## config.mk

```make
export PLATFORM = sky130hd
export DESIGN_NAME = iup_addr_gen
export DESIGN_NICKNAME = d
export VERILOG_FILES = /design/src/iup_pkg.sv /design/src/iup_addr_gen.sv
export SDC_FILE = /design/constraint.sdc
export NUM_CORES = 1
export LEC_CHECK = 0
export ABC_AREA = 1
export BUFFER_PORTS_ARGS = -buffer_cell sky130_fd_sc_hd__buf_2
export CAP_MARGIN = 20
export CORE_UTILIZATION = 33
export DETAILED_ROUTE_END_ITERATION = 10
export GPL_TIMING_DRIVEN = 0
export HOLD_SLACK_MARGIN = 0.05
export PLACE_DENSITY = 0.57
export SLEW_MARGIN = 20
export SYNTH_ARGS = -nofsm -noshare
export SYNTH_HDL_FRONTEND = slang
export SYNTH_SLANG_ARGS = --single-unit
```

## constraint.sdc

```tcl
create_clock -name clk -period 4.36 [get_ports clk]
set_clock_uncertainty 0.2 [all_clocks]
set_input_delay 0.436 -clock clk [delete_from_list [all_inputs] [get_ports clk]]
set_output_delay 0.436 -clock clk [all_outputs]
set_load 0.005 [all_outputs]
```

## src/iup_pkg.sv

```systemverilog
package iup_pkg;

    // Longest supported image line in bytes; sizes the line buffer.
    localparam int LINE_MAX = 8192;
    localparam int ADDR_W = $clog2(LINE_MAX);
    localparam int POS_W = $clog2(LINE_MAX + 1);
    localparam int LINE_BYTES_W = 14;
    localparam int BYTE_W = 8;
    localparam int APB_ADDR_W = 3;
    localparam int APB_DATA_W = 32;
    localparam logic [LINE_BYTES_W-1:0] LINE_BYTES_RESET = LINE_BYTES_W'(1920);

    typedef enum logic [1:0] {
        MODE_LEFT  = 2'd0,
        MODE_UP    = 2'd1,
        MODE_AVG   = 2'd2,
        MODE_PAETH = 2'd3
    } mode_t;

    typedef enum logic [0:0] {
        REG_FILTER_MODE = 1'b0,
        REG_LINE_BYTES  = 1'b1
    } reg_idx_t;

    // Which line of the frame we are on; later lines all behave alike.
    typedef enum logic [2:0] {
        ROW_FIRST  = 3'b001,
        ROW_SECOND = 3'b010,
        ROW_LATER  = 3'b100
    } row_t;

    typedef struct packed {
        logic [BYTE_W-1:0] filtered_byte;
        logic              first;
        logic              pass;
        mode_t             mode;
        logic [ADDR_W-1:0] addr;
    } item_t;

    function automatic row_t row_advance(input row_t row);
        row_t nxt;
        unique case (row)
            ROW_FIRST:  nxt = ROW_SECOND;
            ROW_SECOND: nxt = ROW_LATER;
            ROW_LATER:  nxt = ROW_LATER;
            default:    nxt = ROW_FIRST;
        endcase
        return nxt;
    endfunction

    // A length of zero acts as one; lengths above the buffer size are clipped.
    function automatic logic [POS_W-1:0] effective_length(
        input logic [LINE_BYTES_W-1:0] n
    );
        logic [POS_W-1:0] len;
        if (n == '0) begin
            len = POS_W'(1);
        end
        else if (32'(n) > LINE_MAX) begin
            len = POS_W'(LINE_MAX);
        end
        else begin
            len = POS_W'(n);
        end
        return len;
    endfunction

endpackage

```

## src/iup_addr_gen.sv

```systemverilog
module iup_addr_gen (
    input  logic                             clk,
    input  logic                             rst_n,
    input  logic                             accept,
    input  logic [iup_pkg::BYTE_W-1:0]       filtered_byte,
    input  logic                             first_of_frame,
    input  iup_pkg::mode_t                   filter_mode,
    input  logic [iup_pkg::LINE_BYTES_W-1:0] line_bytes,
    output iup_pkg::item_t                   item,
    output logic [iup_pkg::ADDR_W-1:0]       raddr
);

    logic [iup_pkg::POS_W-1:0] pos_reg;
    logic [iup_pkg::POS_W-1:0] pos_next;
    iup_pkg::row_t             row_reg;
    iup_pkg::row_t             row_next;

    logic [iup_pkg::POS_W-1:0] len;
    logic [iup_pkg::POS_W-1:0] pos_start;
    logic [iup_pkg::POS_W-1:0] pos_cur;
    logic [iup_pkg::POS_W-1:0] pos_inc;
    iup_pkg::row_t             row_start;
    iup_pkg::row_t             row_cur;
    logic                      pos_zero;
    logic                      pass;

    assign len = iup_pkg::effective_length(line_bytes);

    always_comb
    begin
        pos_start = first_of_frame ? '0 : pos_reg;
        row_start = first_of_frame ? iup_pkg::ROW_FIRST : row_reg;

        // A shortened line may leave the column past the end: wrap first.
        if (pos_start >= len)
        begin
            pos_cur = '0;
            row_cur = iup_pkg::row_advance(row_start);
        end
        else
        begin
            pos_cur = pos_start;
            row_cur = row_start;
        end

        pos_inc = pos_cur + iup_pkg::POS_W'(1);
        if (pos_inc >= len)
        begin
            pos_next = '0;
            row_next = iup_pkg::row_advance(row_cur);
        end
        else
        begin
            pos_next = pos_inc;
            row_next = row_cur;
        end
    end

    assign pos_zero = (pos_cur == '0);

    always_comb
    begin
        case (filter_mode)
            iup_pkg::MODE_LEFT:
                pass = (row_cur == iup_pkg::ROW_FIRST) && pos_zero;
            iup_pkg::MODE_UP:
                pass = (row_cur == iup_pkg::ROW_FIRST);
            default:
                pass = (row_cur == iup_pkg::ROW_FIRST) ||
                       ((row_cur == iup_pkg::ROW_SECOND) && pos_zero);
        endcase
    end

    always_ff @(posedge clk or negedge rst_n)
    begin
        if (!rst_n)
        begin
            pos_reg <= '0;
            row_reg <= iup_pkg::ROW_FIRST;
        end
        else if (accept)
        begin
            pos_reg <= pos_next;
            row_reg <= row_next;
        end
    end

    assign raddr = pos_cur[iup_pkg::ADDR_W-1:0];

    always_comb
    begin
        item.filtered_byte = filtered_byte;
        item.first         = first_of_frame;
        item.pass          = pass;
        item.mode          = filter_mode;
        item.addr          = raddr;
    end

endmodule

```

== Yosys cells after proc, flatten, opt, wreduce, memory -nomap -nowiden ==
Index checks and enable logic that the tools add are counted.

* $add $sub $neg: 1
* $mul: 0
* Div/mod/pow operators: 0
* $lt $le $gt $ge: 3
* Equal/unequal tests: 7
* Shifts and indexed selects: 0
* Multiplexer cells: 11
* Bitwise logic cells: 0
* Reduce and logical (&&, ||, !) cells: 8

{| class="wikitable"
|+ Operators with widths
! kind !! count
|-
| $mux 14 || 5
|-
| $ge 14x14->1 || 2
|-
| $logic_not 14->1 || 2
|-
| $add 14x1->14 const B || 1
|-
| $gt 14x14->1 const B || 1
|-
| $pmux 3 s2 || 2
|-
| $mux 3 || 3
|-
| $eq 3x1->1 const B || 2
|-
| $eq 3x2->1 const B || 2
|-
| $eq 3x3->1 const B || 2
|-
| $reduce_or 2->1 || 2
|-
| $eq 2x1->1 const B || 1
|-
| $logic_and 1x1->1 || 2
|-
| $logic_not 2->1 || 1
|-
| $pmux 1 s2 || 1
|-
| $logic_or 1x1->1 || 1
|}

* Register bits: 17
* Latch bits: 0
* Memory bits (writable): 0
* Memory bits (read-only): 0
* Input port bits: 28
* Output and inout port bits: 38
* Logic and storage cells: 32
* Memories kept: 0

== Depth between registers and ports, before layout ==
* Depth after elaboration: 9
* Depth in mapped cells: 35
* Gate-level depth less buffers: 33

== Worst setup path before layout ==
No wires, ideal clock.

* Path type: in2reg
* Start point: input line_bytes[8] (netlist bit)
* End point: register pos_reg[0] (netlist bit)
* Setup time: 83 ps
* Data arrival time: 4587 ps
* Required time: 4077 ps
* Slack: -509 ps
* Stages: 30
* Buffers on the path: 3
* Path through: nor4_1 -> nand4_1 -> nand2_1 -> clkbuf_1 -> nand2_1 -> ha_1 -> nand2_1 -> inv_1 -> nand2_1 -> nor2_1 -> nor2_2 -> nand2_2 -> nor2_4 -> buf_6 -> buf_6 -> nand2_1 -> inv_1 -> ha_1 -> inv_1 -> nor2_2 -> nand4_1 -> and2_1 -> ha_1 -> nand2_1 -> o21ai_0 -> a21oi_1 -> nand3b_1 -> nor2_2 -> inv_1 -> o21ai_0

{| class="wikitable"
|+ RTL lines
! element !! RTL line !! source
|-
| start: declaration || iup_addr_gen.sv:8 || <nowiki>input logic [iup_pkg::LINE_BYTES_W-1:0] line_bytes,</nowiki>
|-
| end signal: assignment || iup_addr_gen.sv:83 || <nowiki>pos_reg <= pos_next;</nowiki>
|-
| end: declaration || iup_addr_gen.sv:13 || <nowiki>logic [iup_pkg::POS_W-1:0] pos_reg;</nowiki>
|}

== Final worst setup path ==
* Start point: input line_bytes[10] (netlist bit)
* End point: register pos_reg[12] (netlist bit)

* Word-level cells in the longest chain between the ends: 8
* Elaborated cells between the ends (all ways): 9
* Classes of those cells: add/sub: 1; order compare: 3; mux: 4; reduce/logical: 1

{| class="wikitable"
|+ Ends and longest elaborated chain
! element !! RTL line !! source
|-
| $gt 14x14->1 || iup_pkg.sv:59 || <nowiki>else if (32'(n) > LINE_MAX) begin</nowiki>
|-
| $mux 14 || iup_pkg.sv:59 ||
|-
| $mux 14 (*) || iup_pkg.sv:56 || <nowiki>if (n == '0) begin</nowiki>
|-
| $ge 14x14->1 || iup_addr_gen.sv:35 || <nowiki>if (pos_start >= len)</nowiki>
|-
| $mux 14 || iup_addr_gen.sv:35 ||
|-
| $add 14x1->14 || iup_addr_gen.sv:46 || <nowiki>pos_inc = pos_cur + iup_pkg::POS_W'(1);</nowiki>
|-
| $ge 14x14->1 || iup_addr_gen.sv:47 || <nowiki>if (pos_inc >= len)</nowiki>
|-
| $mux 14 (*) || iup_addr_gen.sv:47 ||
|}

Mark *: on every way between the ends. The rest lies on a longest branch, timed or not.
A chain may end at the register's enable or synchronous reset.

==> flow_results.org <==
** Power
- Switching share of total power :: approximately 38%
- For this design the static power due to leakage is just over 2 nW.
- Combinational logic is responsible for between 40% and 50% of the overall power.
- Clock share of power :: a little over a fifth
- Power spread over the standard cell area amounts to between 100 and 150 nW/um2.
- Internal power :: 358.3 uW
- Maximum VDD drop :: around 0.072 mV
- The share of total power dissipated in sequential elements is 29.8%.
- Net switching power :: around 220 uW

** Place
- At the placement stage, the worst setup path has a slack of -1197 ps.
- Global placement routability congestion :: about 0.9
- Cell Count Post-Placement :: ~560
- Post-detailed-placement half-perimeter wirelength :: ~6000 um
- Input and output buffers added on the ports amount to 56.

** Floorplan
- The floorplan step set the die width to about 89 um.
- Height of the die :: around 89 um
- After floorplanning, the core was sized to cover approximately 7300 um2.
- Die area :: approximately 8000 um2
- Initial cell density of the core :: between 30 and 40%
- The floorplan has 31 rows.
- I/O pin cnt :: between 60 and 70

** Yosys
- Seq/Total Area, Yosys :: between 10% and 20%
- Mapped Cells :: between 400 and 500
- Number of synthesized register bits :: 17
- Of the post-synthesis cell area, the part taken by muxes is 0%.
- After Yosys synthesis, full adders, half adders and majority gates account for 14.92% of the synthesized area.
- Mean instance size in the synthesized netlist :: between 6 and 7 um2
- The synthesized netlist devotes approximately 7.6% of its cell area to compound gates.
- XOR/XNOR share of the synthesized area :: 0.9945%
- Area share of and/or/nand/nor cells after synthesis :: ~41%
- Dominant combinational cell family by area after synthesis :: simple AND/OR/NAND/NOR gates
- Number of synthesized flops with an enable pin :: 0
- The synthesized design devotes to its leading area cell type between 15 and 20% of total area.
- Area of the mapped netlist :: 2516 um2
- Synthesis warning total :: 0
- By instance count, the leading cell after synthesis is nand2_1.
- Area contributors post-synth :: nand2_1 17%, dfrtp_1 16%, ha_1 15%
- Distinct cells, synth :: 33
- In the synthesized netlist the async set-or-reset flop fraction comes to 100.0%.
- After synthesis, the most frequently instantiated cells are 113 x nand2_1, 56 x inv_1, 38 x nor2_1.
- Post-synthesis net count :: ~460
- Post-synth top area cell :: nand2_1
- Most used flip-flop cell after synthesis :: dfrtp_1

** CTS
- Max clock buf depth :: 2
- Latest clock arrival within the worst-skew pair :: around 250 ps
- For this design, the sink count on the clock tree is 17.
- Cell at the root of the clock tree :: clkbuf_8
- TritonCTS built the clock tree.
- Worst-path clk slew :: 70 ps
- CTS built an H-tree with a depth of 1.
- Number of buffers inserted during clock tree synthesis :: 3

** Critical path
- Endpoint of the worst register-to-register path :: pos_reg[12]
- STA classifies the critical path startpoint as an input port.
- In this design, the stage delay of the slowest critical-path cell is between 200 and 300 ps.
- In this run the register-to-register setup slack is -90 ps.
- The worst setup path is captured at a flip-flop.
- For the worst setup path, the data arrival time is between 4000 and 5000 ps.
- Critical path class :: input port to flip-flop
- Number of cells traversed by the worst register-to-register path :: 29
- The slowest stage of the critical path is the nor3_1 cell.
- In this run the critical register-to-register path is launched from pos_reg[5].
- Max FO, Critical Path :: 6
- At the worst endpoint, the required time is about 4400 ps.

** Finish
- Largest register FFs :: 14
- Ant diodes :: 0
- Fill cells in the final layout number between 600 and 700.
- Area growth from synthesis to final layout :: 66.19%
- For this run, the post-layout net count is between 500 and 600.
- Ratio of cells with drive above 1 in the final layout :: approximately 54%
- The count of cells in the finished layout, fillers not included, comes to between 500 and 600.

** GRT
- For this run the aggregate overflow at the end of global routing stands at 0.
- The number of global-route vias before repair came to 2670.
- Pin count of the biggest net entering global routing :: 18
- The first global-routing pass estimated 12750 um of wire.
- Initial antenna violation count :: 0
- Global routing used 21.14% of the available tracks across all layers.

** Timing
- For this run, the top clock speed supported by timing is between 0.2 and 0.25 GHz.
- Post-layout min period :: between 4000 and 5000 ps
- Headroom to the max-slew limit :: between 40% and 50%
- Hold WS :: 256.9 ps
- Setup slack on the critical path of the routed design comes to -353.0 ps.
- Final-report setup violation count :: 17
- Setup repair after global routing missed its margin :: yes
- In the finished design, the share of the clock period the worst path needs comes to 108.1%.
- Worst slew pin tran :: around 770 ps
- The final-report hold violation count was 0.
- Number of pins with negative max-slew slack in the final report :: 0

** Drt
- Routed len/inst :: 14.20 um
- The first detailed-routing pass ran for 4 iterations.
- The final route contains approximately 3000 vias.
- # DRC :: 0
- In the routed layout, each cell is associated on average with a via count of around 4.9.
- Iteration-0 DRC Markers :: 118
- In this run the remaining antenna-violating nets after routing total 0.
- Wirelength, routed :: 8508 um

** Min path
- Worst hold path class :: input port to flip-flop
- The worst hold path passes through 3 cells.
- Hold path endpoint :: row_reg[0]
- Hold wc startpoint :: accept

** Run status
- The final reports fail on setup timing.
- The flow ran to the end, but the final reports show violations.

** Flow run
- Count of maximum capacitance violations :: 0
## layout make-up
class / instances / area, um2 / share of cell area, %
well taps: 99 / 123.9 / 2.962
clock inverters: 1 / 5.005 / 0.1197
multi-input cells: 294 / 2431 / 58.14
flip-flops and latches: 17 / 426.7 / 10.20
repair buffers: 94 / 663.1 / 15.86
clock buffers: 3 / 41.29 / 0.9874
plain buffers: 31 / 256.5 / 6.134
inverters: 60 / 234.0 / 5.595
## cell usage in the layout, fill, tap and decap left out, types with 2 or more instances in the layout
master    count
nand2_1      75
buf_2        52
buf_4        51
inv_1        48
nor2_1       26
nand2_2      25
ha_4         22
nand3_1      17
dfrtp_1      16
nand3_2      15
nor2_4       13
nand2_4      12
nand4_1      12
buf_6        12
nor2_2       11
ha_1          8
a21oi_2       7
inv_2         7
o21ai_0       7
and2_4        6
o21ai_1       6
buf_8         4
nand2_8       4
o21ai_2       4
o22ai_1       4
a21oi_1       3
nor3_1        3
nor4_4        3
buf_12        3
inv_4         3
clkbuf_8      3
nand3_4       2
clkinv_2      2
xor2_4        2
## how the worst max path moves through the flow
| stage | start | endpoint |
|---|---|---|
| after floorplan | line_bytes[8] | pos_reg[0] |
| after global placement | line_bytes[0] | pos_reg[0] |
| after detailed placement | line_bytes[0] | pos_reg[0] |
| after CTS | line_bytes[2] | pos_reg[1] |
| after global routing | line_bytes[10] | pos_reg[13] |
| final | line_bytes[10] | pos_reg[12] |
## stage by stage
stage	instance area, um2	power, mW	utilization (%)	setup TNS, ps
global route	4182	0.6215	57.04	-9951
detailed placement	3003	0.3642	40.96	-18680
CTS	3632	0.5360	49.55	-810.1
global placement	3003	0.3617	40.96	-17300
finish	4182	0.5762	57.04	-5364
floorplan	2599	0.3065	-	0
## cell families (layout without fill, tap and decap cells)
group	Yosys count	in the layout
AO/OA/AOI/OAI	35	35
XOR/XNOR	2	2
adder cells (fa/ha/maj)	30	30
buffers and inverters	92	189
flip-flops	17	17
AND/OR/NAND/NOR	227	227
## critical path: cells and delay by family
kind | cells | cell delay, ps
compound gates | 2 | 200
fa+ha+maj | 3 | 650
buf+inv | 9 | 1010
simple gates | 19 | 2400
## repair_timing
action,CTS,global route
endpoints found under the hold margin,16,0
pin swaps,41,69
gates cloned,1,0
hold buffers,1,0
gates resized for setup,87,90
setup endpoints to repair,18,18
buffers inserted,21,16
## power by group through the flow
stage,sequential (mW),clock (mW),combinational (mW)
final,0.172,0.121,0.283
after detailed placement,0.175,0,0.190
after global routing,0.172,0.133,0.316
after floorplan,0.174,0,0.133
after global placement,0.174,0,0.187
after CTS,0.171,0.126,0.238
## layer usage
layer	part of all wire (%)	routed length, um	track usage, %
met1	44	3702	27.70
met2	49	4142	36.71
met3	4.7	396	2.955
met4	3.1	266	4.906
met5	0	0	0
Note: power is estimated with default switching activity, not from simulation.
