--- src/iup_pkg.sv ---
package iup_pkg;

    // Longest supported image line in bytes; sizes the line buffer.
    localparam int LINE_MAX = 8192;
    localparam int ADDR_W = $clog2(LINE_MAX);
    localparam int POS_W = $clog2(LINE_MAX + 1);
    localparam int LINE_BYTES_W = 14;
    localparam int BYTE_W = 8;
    localparam int APB_ADDR_W = 3;
    localparam int APB_DATA_W = 32;
    localparam logic [LINE_BYTES_W-1:0] LINE_BYTES_RESET = LINE_BYTES_W'(1920);

    typedef enum logic [1:0] {
        MODE_LEFT  = 2'd0,
        MODE_UP    = 2'd1,
        MODE_AVG   = 2'd2,
        MODE_PAETH = 2'd3
    } mode_t;

    typedef enum logic [0:0] {
        REG_FILTER_MODE = 1'b0,
        REG_LINE_BYTES  = 1'b1
    } reg_idx_t;

    // Which line of the frame we are on; later lines all behave alike.
    typedef enum logic [2:0] {
        ROW_FIRST  = 3'b001,
        ROW_SECOND = 3'b010,
        ROW_LATER  = 3'b100
    } row_t;

    typedef struct packed {
        logic [BYTE_W-1:0] filtered_byte;
        logic              first;
        logic              pass;
        mode_t             mode;
        logic [ADDR_W-1:0] addr;
    } item_t;

    function automatic row_t row_advance(input row_t row);
        row_t nxt;
        unique case (row)
            ROW_FIRST:  nxt = ROW_SECOND;
            ROW_SECOND: nxt = ROW_LATER;
            ROW_LATER:  nxt = ROW_LATER;
            default:    nxt = ROW_FIRST;
        endcase
        return nxt;
    endfunction

    // A length of zero acts as one; lengths above the buffer size are clipped.
    function automatic logic [POS_W-1:0] effective_length(
        input logic [LINE_BYTES_W-1:0] n
    );
        logic [POS_W-1:0] len;
        if (n == '0) begin
            len = POS_W'(1);
        end
        else if (32'(n) > LINE_MAX) begin
            len = POS_W'(LINE_MAX);
        end
        else begin
            len = POS_W'(n);
        end
        return len;
    endfunction

endpackage

--- src/iup_cfg_regs.sv ---
module iup_cfg_regs (
    input  logic                                 clk,
    input  logic                                 rst_n,
    input  logic                                 psel,
    input  logic                                 penable,
    input  logic                                 pwrite,
    input  logic [iup_pkg::APB_ADDR_W-1:0]       paddr,
    input  logic [iup_pkg::APB_DATA_W-1:0]       pwdata,
    output logic [iup_pkg::APB_DATA_W-1:0]       prdata,
    output logic                                 pready,
    output iup_pkg::mode_t                       filter_mode,
    output logic [iup_pkg::LINE_BYTES_W-1:0]     line_bytes
);

    iup_pkg::mode_t                   filter_mode_reg;
    logic [iup_pkg::LINE_BYTES_W-1:0] line_bytes_reg;
    iup_pkg::reg_idx_t                reg_idx;
    logic                             wr_en;

    assign reg_idx = iup_pkg::reg_idx_t'(paddr[2]);
    assign wr_en   = psel & penable & pwrite;
    assign pready  = 1'b1;

    always_ff @(posedge clk or negedge rst_n)
    begin
        if (!rst_n)
        begin
            filter_mode_reg <= iup_pkg::MODE_LEFT;
            line_bytes_reg  <= iup_pkg::LINE_BYTES_RESET;
        end
        else if (wr_en)
        begin
            unique case (reg_idx)
                iup_pkg::REG_FILTER_MODE:
                begin
                    filter_mode_reg <= iup_pkg::mode_t'(pwdata[1:0]);
                end
                iup_pkg::REG_LINE_BYTES:
                begin
                    line_bytes_reg <= pwdata[iup_pkg::LINE_BYTES_W-1:0];
                end
            endcase
        end
    end

    always_comb
    begin
        unique case (reg_idx)
            iup_pkg::REG_FILTER_MODE:
                prdata = iup_pkg::APB_DATA_W'(filter_mode_reg);
            iup_pkg::REG_LINE_BYTES:
                prdata = iup_pkg::APB_DATA_W'(line_bytes_reg);
        endcase
    end

    assign filter_mode = filter_mode_reg;
    assign line_bytes  = line_bytes_reg;

endmodule

--- config.mk ---
export PLATFORM = sky130hd
export DESIGN_NAME = iup_cfg_regs
export DESIGN_NICKNAME = d
export VERILOG_FILES = /design/src/iup_pkg.sv /design/src/iup_cfg_regs.sv
export SDC_FILE = /design/constraint.sdc
export NUM_CORES = 1
export LEC_CHECK = 0
export BUFFER_PORTS_ARGS = -buffer_cell sky130_fd_sc_hd__buf_2
export CORE_ASPECT_RATIO = 1.4
export CORE_MARGIN = 4
export CORE_UTILIZATION = 32
export DETAILED_ROUTE_END_ITERATION = 10
export PLACE_DENSITY = 0.84
export SKIP_CTS_REPAIR_TIMING = 1
export SYNTH_ARGS = -nofsm -noshare
export SYNTH_HDL_FRONTEND = slang
export SYNTH_SLANG_ARGS = --single-unit
export TNS_END_PERCENT = 5
--- constraint.sdc ---
create_clock -name clk -period 0.8 [get_ports clk]
set_input_delay 0.04 -clock clk [delete_from_list [all_inputs] [get_ports clk]]
set_output_delay 0.04 -clock clk [all_outputs]
set_load 0.02 [all_outputs]
### After elaboration in Yosys (flattened, before gate mapping)

Cells that the tools add are included.

| cells by class | value |
|---|---|
| muxes and demuxes | 1 |
| bitwise gates (word level) | 3 |
| reductions and logical operators | 2 |

Operators by type and width:

| kind | count |
|---|---|
| $pmux 32 s2 | 1 |
| $reduce_and 2->1 | 2 |
| $and 1x1->1 | 2 |
| $not 1->1 | 1 |

| word-level totals | value |
|---|---|
| register bits after elaboration | 16 |
| bits of input ports | 40 |
| output and inout bits | 49 |
| word-level logic and storage cells | 8 |

### Depth between registers and ports, before layout

Gate-level depths: netlist (run 1).

| depth | value |
|---|---|
| depth after elaboration | 3 |
| gate-level depth with buffers | 3 |
| depth with buffers taken out | 2 |

### Least setup slack after synthesis (run 1)

No wires, ideal clock.

| timing | value |
|---|---|
| path kind | register -> output |
| start point | reg line_bytes_reg (netlist bit line_bytes[7]) |
| end point | out prdata[7] (netlist bit) |
| arrival | 822 ps |
| required time | 760 ps |
| path slack | -62 ps |
| cell stages (with the launch flop) | 2 |
| buffers on the path | 0 |
| path through | dfstp_2 -> and2_1 |

| on the way | value |
|---|---|
| word-level cells in the longest chain between the ends | 1 |

RTL lines:

| element | RTL line | source |
|---|---|---|
| start: declaration | iup_cfg_regs.sv:16 | `logic [iup_pkg::LINE_BYTES_W-1:0] line_bytes_reg;` |
| start signal: assignment | iup_cfg_regs.sv:29 | `line_bytes_reg <= iup_pkg::LINE_BYTES_RESET;` |
| start signal: assignment | iup_cfg_regs.sv:40 | `line_bytes_reg <= pwdata[iup_pkg::LINE_BYTES_W-1:0];` |
| $pmux 32 s2 | iup_cfg_regs.sv:48 | `unique case (reg_idx)` |
| end: declaration | iup_cfg_regs.sv:9 | `output logic [iup_pkg::APB_DATA_W-1:0] prdata,` |

Every way passes these cells. The select of a mux whose other input is x is not followed.

### Final worst setup path (run 1)

| timing | value |
|---|---|
| start point | reg filter_mode_reg[0] (netlist: filter_mode[0]) |
| end point | out prdata[0] (netlist bit) |

| on the way | value |
|---|---|
| word-level cells in the longest chain between the ends | 1 |

RTL lines:

| element | RTL line | source |
|---|---|---|
| start: declaration | iup_cfg_regs.sv:15 | `iup_pkg::mode_t filter_mode_reg;` |
| start signal: assignment | iup_cfg_regs.sv:28 | `filter_mode_reg <= iup_pkg::MODE_LEFT;` |
| start signal: assignment | iup_cfg_regs.sv:36 | `filter_mode_reg <= iup_pkg::mode_t'(pwdata[1:0]);` |
| $pmux 32 s2 | iup_cfg_regs.sv:48 |  |

Every way passes these cells. The select of a mux whose other input is x is not followed.

==> results of run 1 <==
-- cells by family (layout without fill, tap and decap cells) --
logic type / after synthesis / in the layout
buffers and inverters: 21 / 76
flip-flops: 16 / 16
AND/OR/NAND/NOR: 14 / 14
other: 2 / 19
multiplexers: 18 / 18
-- power breakdown --
part	switching, mW	internal [mW]	total, mW	leakage, nW
Clock	0.253	0.277	0.530	0.0210
Combinational	0.752	0.812	1.56	0.601
Sequential	0.150	1.05	1.20	0.173
Total	1.16	2.14	3.29	0.795
-- cell usage in the layout (no fill, tap or decap) --
| master | synthesis | final |
|---|---|---|
| and2_1 | 12 | 6 |
| and2_4 | 0 | 6 |
| buf_12 | 0 | 1 |
| buf_2 | 0 | 35 |
| buf_4 | 19 | 6 |
| buf_6 | 1 | 15 |
| clkbuf_4 | 0 | 3 |
| clkbuf_8 | 0 | 1 |
| conb_1 | 2 | 19 |
| dfrtp_2 | 0 | 12 |
| dfstp_2 | 4 | 4 |
| dlygate4sd3_1 | 0 | 15 |
| mux2_2 | 8 | 3 |
| mux2_4 | 10 | 15 |
| nand4_4 | 1 | 1 |
| nand4b_1 | 1 | 1 |
-- worst max-delay path, cell delays in order (launching register included) --
cell and delay [ns]:
dfrtp_2 0.43, mux2_4 0.27, buf_6 0.13
-- per-layer routing --
metal | vias to the layer above | track usage, %
li1 | 337 | -
met1 | 346 | 10.2
met2 | 47 | 19.0
met3 | 8 | 3.53
met4 | 0 | 5.11
met5 | - | 0
-- cell type report --
cell class | instances | area [um^2]
clock buffers | 4 | 36.3
fillers | 235 | 1160
multi-input cells | 51 | 450
flip-flops and latches | 16 | 420
well taps | 36 | 45.0
repair buffers | 72 | 559
-- worst paths after layout --
kind	start	endpoint	slack, ns	cells past startpoint
max reg2reg	line_bytes[0]	line_bytes[0]	-0.12	2
min	rst_n	filter_mode[1]	0.20	2
max in group asynchronous	rst_n	line_bytes[7]	0.30	2
min in group clk	penable	filter_mode[1]	0.23	3
max	filter_mode[0]	prdata[0]	-0.36	2
min reg2reg	line_bytes[2]	line_bytes[2]	0.53	1
-- per-stage QoR --
stage | util (%) | setup slack (ns)
6_report | 56.6 | -0.360
5_1_grt | 56.6 | -0.397
4_1_cts | 46.3 | -0.391
3_5_place_dp | 44.9 | -0.0928
3_3_place_gp | 44.9 | -0.0792
2_1_floorplan | - | -0.0180
==> metrics.csv, run 1 <==
metric,value,unit
status,"finished, violations left",
failing checks,negative setup slack,
Synth Register Bits,16,
Setup Skew,0,ns
Synth Area in Compound Gates,0,%
post-DR wirelength/cell,13.8,um
synth top area cells,"dfrtp_1 (33%), mux2_4 (16%), buf_4 (16%), dfstp_2 (11%), mux2_2 (9.8%)",
die span in x,53.2,um
most frequent cells after synthesis,"buf_4 (19), and2_1 (12), dfrtp_1 (12), mux2_4 (10), mux2_2 (8)",
sequential share of the synthesized area,44.3,%
Synth Instances,71,
"Avg Cell Area, Syn",12.9,um^2
Max Used Layer,met4,
max reg flops,14,
Synth top area share,32.8,%
worst skew pair latency,0.28,ns
ys async rst share,100,%
mux cell area share after synthesis,26.2,%
# H-tree levels,1,
initial antenna violation count,0,
PD cells,2180,nW/um^2
"Design Area, Final",1510,um^2
Post-Place Cells,157,
antenna-violating nets left,0,
"Reg clk slew, reported paths",0.09,ns
CP Class,register to output port,
Worst Path Arrival,1.12,ns
clock sink total,16,
number of port buffers,49,
Worst Setup Start Kind,register,
Final WS setup,-0.360,ns
Post-synth EDFFs,0,
placed cell area,1200,um^2
Initial DRC Count,3,
DR WL met2,1390,um
DRC Markers,0,
synth warn,0,
Synth cell types,11,
post-synth top area cell,dfrtp_1,
Vias,738,
main combinational cell family by area after synthesis,multiplexers,
Pwr Total,3.29,mW
Post-Synth Adder-Cell Area,0,%
min cycle time layout,1.16,ns
"non-filler cells, final",179,
WL met3,194,um
endpoints failing setup,32,
die span in y,71.3,um
final setup TNS,-6.56,ns
Max Buffers Root-to-Sink,2,
DR pass1 iterations,2,
hold_ws,0.204,ns
Die ar.,3790,um^2
GRT Util Overall,10.5,%
required time worst endpoint,0.76,ns
period utilization,145,%
row count,22,
XOR/XNOR Fraction of Synth Area,0,%
Post-Syn Area,916,um^2
dpl hpwl,1690,um
maximum vdd ir drop,1420,uV
# nets final,184,
Max Clock Freq,862,MHz
cell with the most instances after synthesis,buf_4,
fraction of layout cells with a size suffix above 1,71.3,%
gpl congestion,0.777,
CTS tree,yes,
Pleak,0.795,nW
total gr overflow,0,
crit end category,output port,
DRT met1 WL,781,um
RSZ-0062 raised after global routing,true,
Total Wirelength,2480,um
vias in the first global route,608,
n_diodes,0,
Slew Limit Fails,0,
min-delay worst type,input port to asynchronous set/reset pin,
total CTS buffers,3,
vias per inst,4.12,
first-pass GRT wire length,2840,um
core area,2670,um^2
Top Ports,89,
"Primary FF master, synth",dfrtp_1,
critical-path maximum fanout,2,
root buf cell,clkbuf_4,
Max Cap Violations,0,
final hold viol count,0,
pin count of the biggest net entering global routing,17,
post-synthesis simple-gate area fraction,11.5,%
P&R area growth vs syn,65.0,%
Initial Util,34.3,%
(Power assumes the default switching activity.)
==> inputs of run 2 (changes only) <==
--- a/config.mk
+++ b/config.mk
@@ -10,7 +10,7 @@
 export CORE_MARGIN = 4
 export CORE_UTILIZATION = 32
 export DETAILED_ROUTE_END_ITERATION = 10
-export PLACE_DENSITY = 0.84
+export PLACE_DENSITY = 0.75
 export SKIP_CTS_REPAIR_TIMING = 1
 export SYNTH_ARGS = -nofsm -noshare
 export SYNTH_HDL_FRONTEND = slang
==> metrics.csv, run 2 (synthesis results as in run 1) <==
metric,value,unit
most frequent cells in the layout,"buf_2 (37), conb_1 (19), mux2_4 (15), dlygate4sd3_1 (15), buf_6 (13)",
Worst Setup Start Kind,register,
total gr overflow,0,
DR pass1 iterations,2,
worst skew pair latency,0.28,ns
first-pass GRT wire length,2930,um
initial antenna violation count,0,
Initial DRC Count,2,
Max Clock Freq,859,MHz
Setup crit start,filter_mode[1],
GRT Util Overall,10.2,%
Pleak,0.792,nW
post-place setup slack,-0.101,ns
register area,420,um^2
endpoints failing setup,32,
RSZ-0062 raised after global routing,true,
Setup Skew,0,ns
Top Ports,89,
antenna-violating nets left,0,
Vias,735,
# H-tree levels,1,
Post-Place Cells,157,
crit end category,output port,
number of port buffers,49,
clock sink total,16,
Worst Path Arrival,1.12,ns
die span in y,71.3,um
Max Cap Violations,0,
Initial Util,34.3,%
required time worst endpoint,0.76,ns
fraction of layout cells with a size suffix above 1,71.3,%
max reg flops,14,
core area,2670,um^2
Pwr Total,3.23,mW
"Reg clk slew, reported paths",0.09,ns
status,"finished, violations left",
die span in x,53.2,um
final setup TNS,-6.21,ns
DRC Markers,0,
gpl congestion,0.712,
multi-input combinational cell area,450,um^2
P&R area growth vs syn,63.7,%
Die ar.,3790,um^2
final hold viol count,0,
pin count of the biggest net entering global routing,17,
"commonest non-fill, non-tap cell in the layout",buf_2,
row count,22,
min-delay worst type,input port to asynchronous set/reset pin,
fillers,234,
CP Class,register to output port,
worst r2r src,line_bytes[1],
vias per inst,4.11,
period utilization,146,%
Max Buffers Root-to-Sink,2,
root buf cell,clkbuf_4,
"Design Area, Final",1500,um^2
failing checks,negative setup slack,
n_diodes,0,
dpl hpwl,1700,um
placed cell area,1200,um^2
min cycle time layout,1.16,ns
"non-filler cells, final",179,
critical-path maximum fanout,3,
Total Wirelength,2310,um
Reg2Reg Capture Point,line_bytes[1],
vias in the first global route,648,
R2R cell count,2,
Slew Limit Fails,0,
CTS tree,yes,
total CTS buffers,3,
Final WS setup,-0.365,ns
# nets final,184,
post-DR wirelength/cell,12.9,um
flop-to-flop setup slack,-0.09,ns
PD cells,2160,nW/um^2
maximum vdd ir drop,1300,uV
run 2: report_power, final:
group          internal, mW  leakage (nW)  switching (mW)
combinational         0.783         0.598           0.739
clock                 0.277        0.0210           0.247
sequential             1.05         0.173           0.141
total                  2.11         0.792            1.13
run 2: per-layer routing:
metal  track usage (%)  vias to the layer above  share of wire, %
met5                 0                        -                 0
met4              5.97                        0               1.2
met3             0.832                        2               7.2
met2              18.6                       39                59
met1              10.9                      354                33
li1                  -                      340                 -
run 2: cell type report:
type                            instances  share of cell area [%]
Sequential cell                        16                    28.0
Multi-Input combinational cell         51                    30.1
Timing Repair Buffer                   72                    36.5
Tap cell                               36                    3.01
Clock buffer                            4                    2.42
run 2: how the worst max path moves through the flow:
stage	to	slack [ns]	depth (start not counted)
floorplan	filter_mode[0]	-0.02	1
global placement	filter_mode[1]	-0.09	3
detailed placement	filter_mode[0]	-0.10	3
CTS	prdata[10]	-0.39	2
global route	prdata[0]	-0.40	2
finish	prdata[1]	-0.36	2
run 2: critical path: stages, from the launching register on:
cell     delay, ns
dfrtp_2       0.42
mux2_2        0.26
buf_2         0.16
run 2: stage by stage:
stage,util [%],hold WS [ns]
after CTS,46.3,-0.352
after global placement,44.9,-0.0396
after detailed placement,44.9,-0.0300
after global routing,56.1,0.212
final,56.1,0.204
after floorplan,-,-0.256
==> inputs of run 3 (changes only) <==
--- a/config.mk
+++ b/config.mk
@@ -8,9 +8,9 @@
 export BUFFER_PORTS_ARGS = -buffer_cell sky130_fd_sc_hd__buf_2
 export CORE_ASPECT_RATIO = 1.4
 export CORE_MARGIN = 4
-export CORE_UTILIZATION = 32
+export CORE_UTILIZATION = 35
 export DETAILED_ROUTE_END_ITERATION = 10
-export PLACE_DENSITY = 0.75
+export PLACE_DENSITY = 0.78
 export SKIP_CTS_REPAIR_TIMING = 1
 export SYNTH_ARGS = -nofsm -noshare
 export SYNTH_HDL_FRONTEND = slang
==> constraint.sdc (replaced) <==
create_clock -name clk -period 1.2 [get_ports clk]
set_input_delay 0.06 -clock clk [delete_from_list [all_inputs] [get_ports clk]]
set_output_delay 0.06 -clock clk [all_outputs]
set_load 0.02 [all_outputs]
==> metrics.csv, run 3 (synthesis results as in run 1) <==
metric,value,unit
die span in y,68.5,um
Max Clock Freq,860,MHz
"Design Area, Final",1220,um^2
first-pass GRT wire length,3100,um
fraction of layout cells with a size suffix above 1,63.5,%
"Reg clk slew, reported paths",0.10,ns
row count,21,
crit end category,output port,
Final Util,49.9,%
vias in the first global route,684,
root buf cell,clkbuf_4,
Initial DRC Count,1,
most frequent cells in the layout,"buf_2 (45), conb_1 (19), dfrtp_1 (12)",
GRT Util Overall,11.7,%
number of port buffers,49,
min-delay src,pwdata[11],
initial antenna violation count,0,
CP Class,register to output port,
P&R area growth vs syn,33.1,%
required time worst endpoint,1.14,ns
# H-tree levels,1,
"commonest non-fill, non-tap cell in the layout",buf_2,
Setup crit start,filter_mode[1],
final setup TNS,0,ns
pin count of the biggest net entering global routing,17,
PD cells,1590,nW/um^2
Max Cap Violations,0,
Initial Util,37.5,%
gpl congestion,0.728,
min cycle time layout,1.16,ns
n_diodes,0,
CTS tree,yes,
Total Wirelength,2040,um
worst skew pair latency,0.28,ns
period utilization,96.9,%
max reg flops,14,
Top Ports,89,
Pwr Total,1.94,mW
clock sink total,16,
maximum vdd ir drop,870,uV
post-DR wirelength/cell,12.7,um
Post-Place Cells,151,
DR pass1 iterations,3,
Vias,660,
core area,2440,um^2
min-delay worst type,input port to register,
vias per inst,4.13,
worst r2r src,line_bytes[0],
Slew Limit Fails,0,
antenna-violating nets left,0,
Worst Path Arrival,1.10,ns
Die ar.,3510,um^2
Pleak,0.676,nW
Worst Setup Start Kind,register,
Max Buffers Root-to-Sink,2,
# nets final,167,
total gr overflow,0,
placed cell area,1120,um^2
DRC Markers,0,
RSZ-0062 raised after global routing,true,
die span in x,51.2,um
final hold viol count,0,
fillers,229,
critical-path maximum fanout,3,
total CTS buffers,3,
Setup Skew,0,ns
status,completed,
endpoints failing setup,0,
"non-filler cells, final",160,
==> run 3: cell count changes in the layout (fill, tap and decap cells not counted), moves of 8 or more <==
cell           change
buf_2              +8
buf_6             -11
dfrtp_1           +12
dfrtp_2           -12
dlygate4sd3_1     -12
==> run 3: final timing paths <==
path                       slack [ns]        endpoint  depth (start not counted)
max                              0.04       prdata[1]                          2
min                              0.01  line_bytes[11]                          2
max reg2reg                      0.31   line_bytes[0]                          2
min reg2reg                      0.53  line_bytes[12]                          1
max in group asynchronous        0.68   line_bytes[8]                          2
min in group asynchronous        0.21   line_bytes[3]                          2
==> run 3: where the power goes <==
group / leakage [nW] / internal, mW / total, mW / switching (mW)
combinational: 0.469 / 0.366 / 0.831 / 0.465
clock: 0.0210 / 0.184 / 0.349 / 0.164
sequential: 0.186 / 0.680 / 0.758 / 0.0783
total: 0.676 / 1.23 / 1.94 / 0.708
==> run 3: critical path, stage by stage (launching register included) <==
cell,delay (ns)
dfrtp_1,0.40
mux2_2,0.26
buf_2,0.16
==> run 3: layout make-up <==
type / instances / area (um^2) / share of cell area (%)
clock buffers: 4 / 36.3 / 2.98
repair buffers: 55 / 315 / 25.9
well taps: 34 / 42.5 / 3.49
flip-flops and latches: 16 / 405 / 33.3
multi-input cells: 51 / 419 / 34.4
==> run 3: metal layers <==
metal / share of wire (%) / global-route usage, %
met5: 0 / 0
met1: 36 / 12.8
met2: 55 / 22.9
met4: 0.69 / 4.26
met3: 8.2 / 1.29
==> run 3: through the flow <==
stage	setup slack (ns)	hold slack [ns]
floorplan	0.318	-0.236
global placement	0.108	-0.0160
detailed placement	0.0766	-0.00548
CTS	0.0133	-0.324
global route	-0.0170	0.00269
finish	0.0372	0.00958
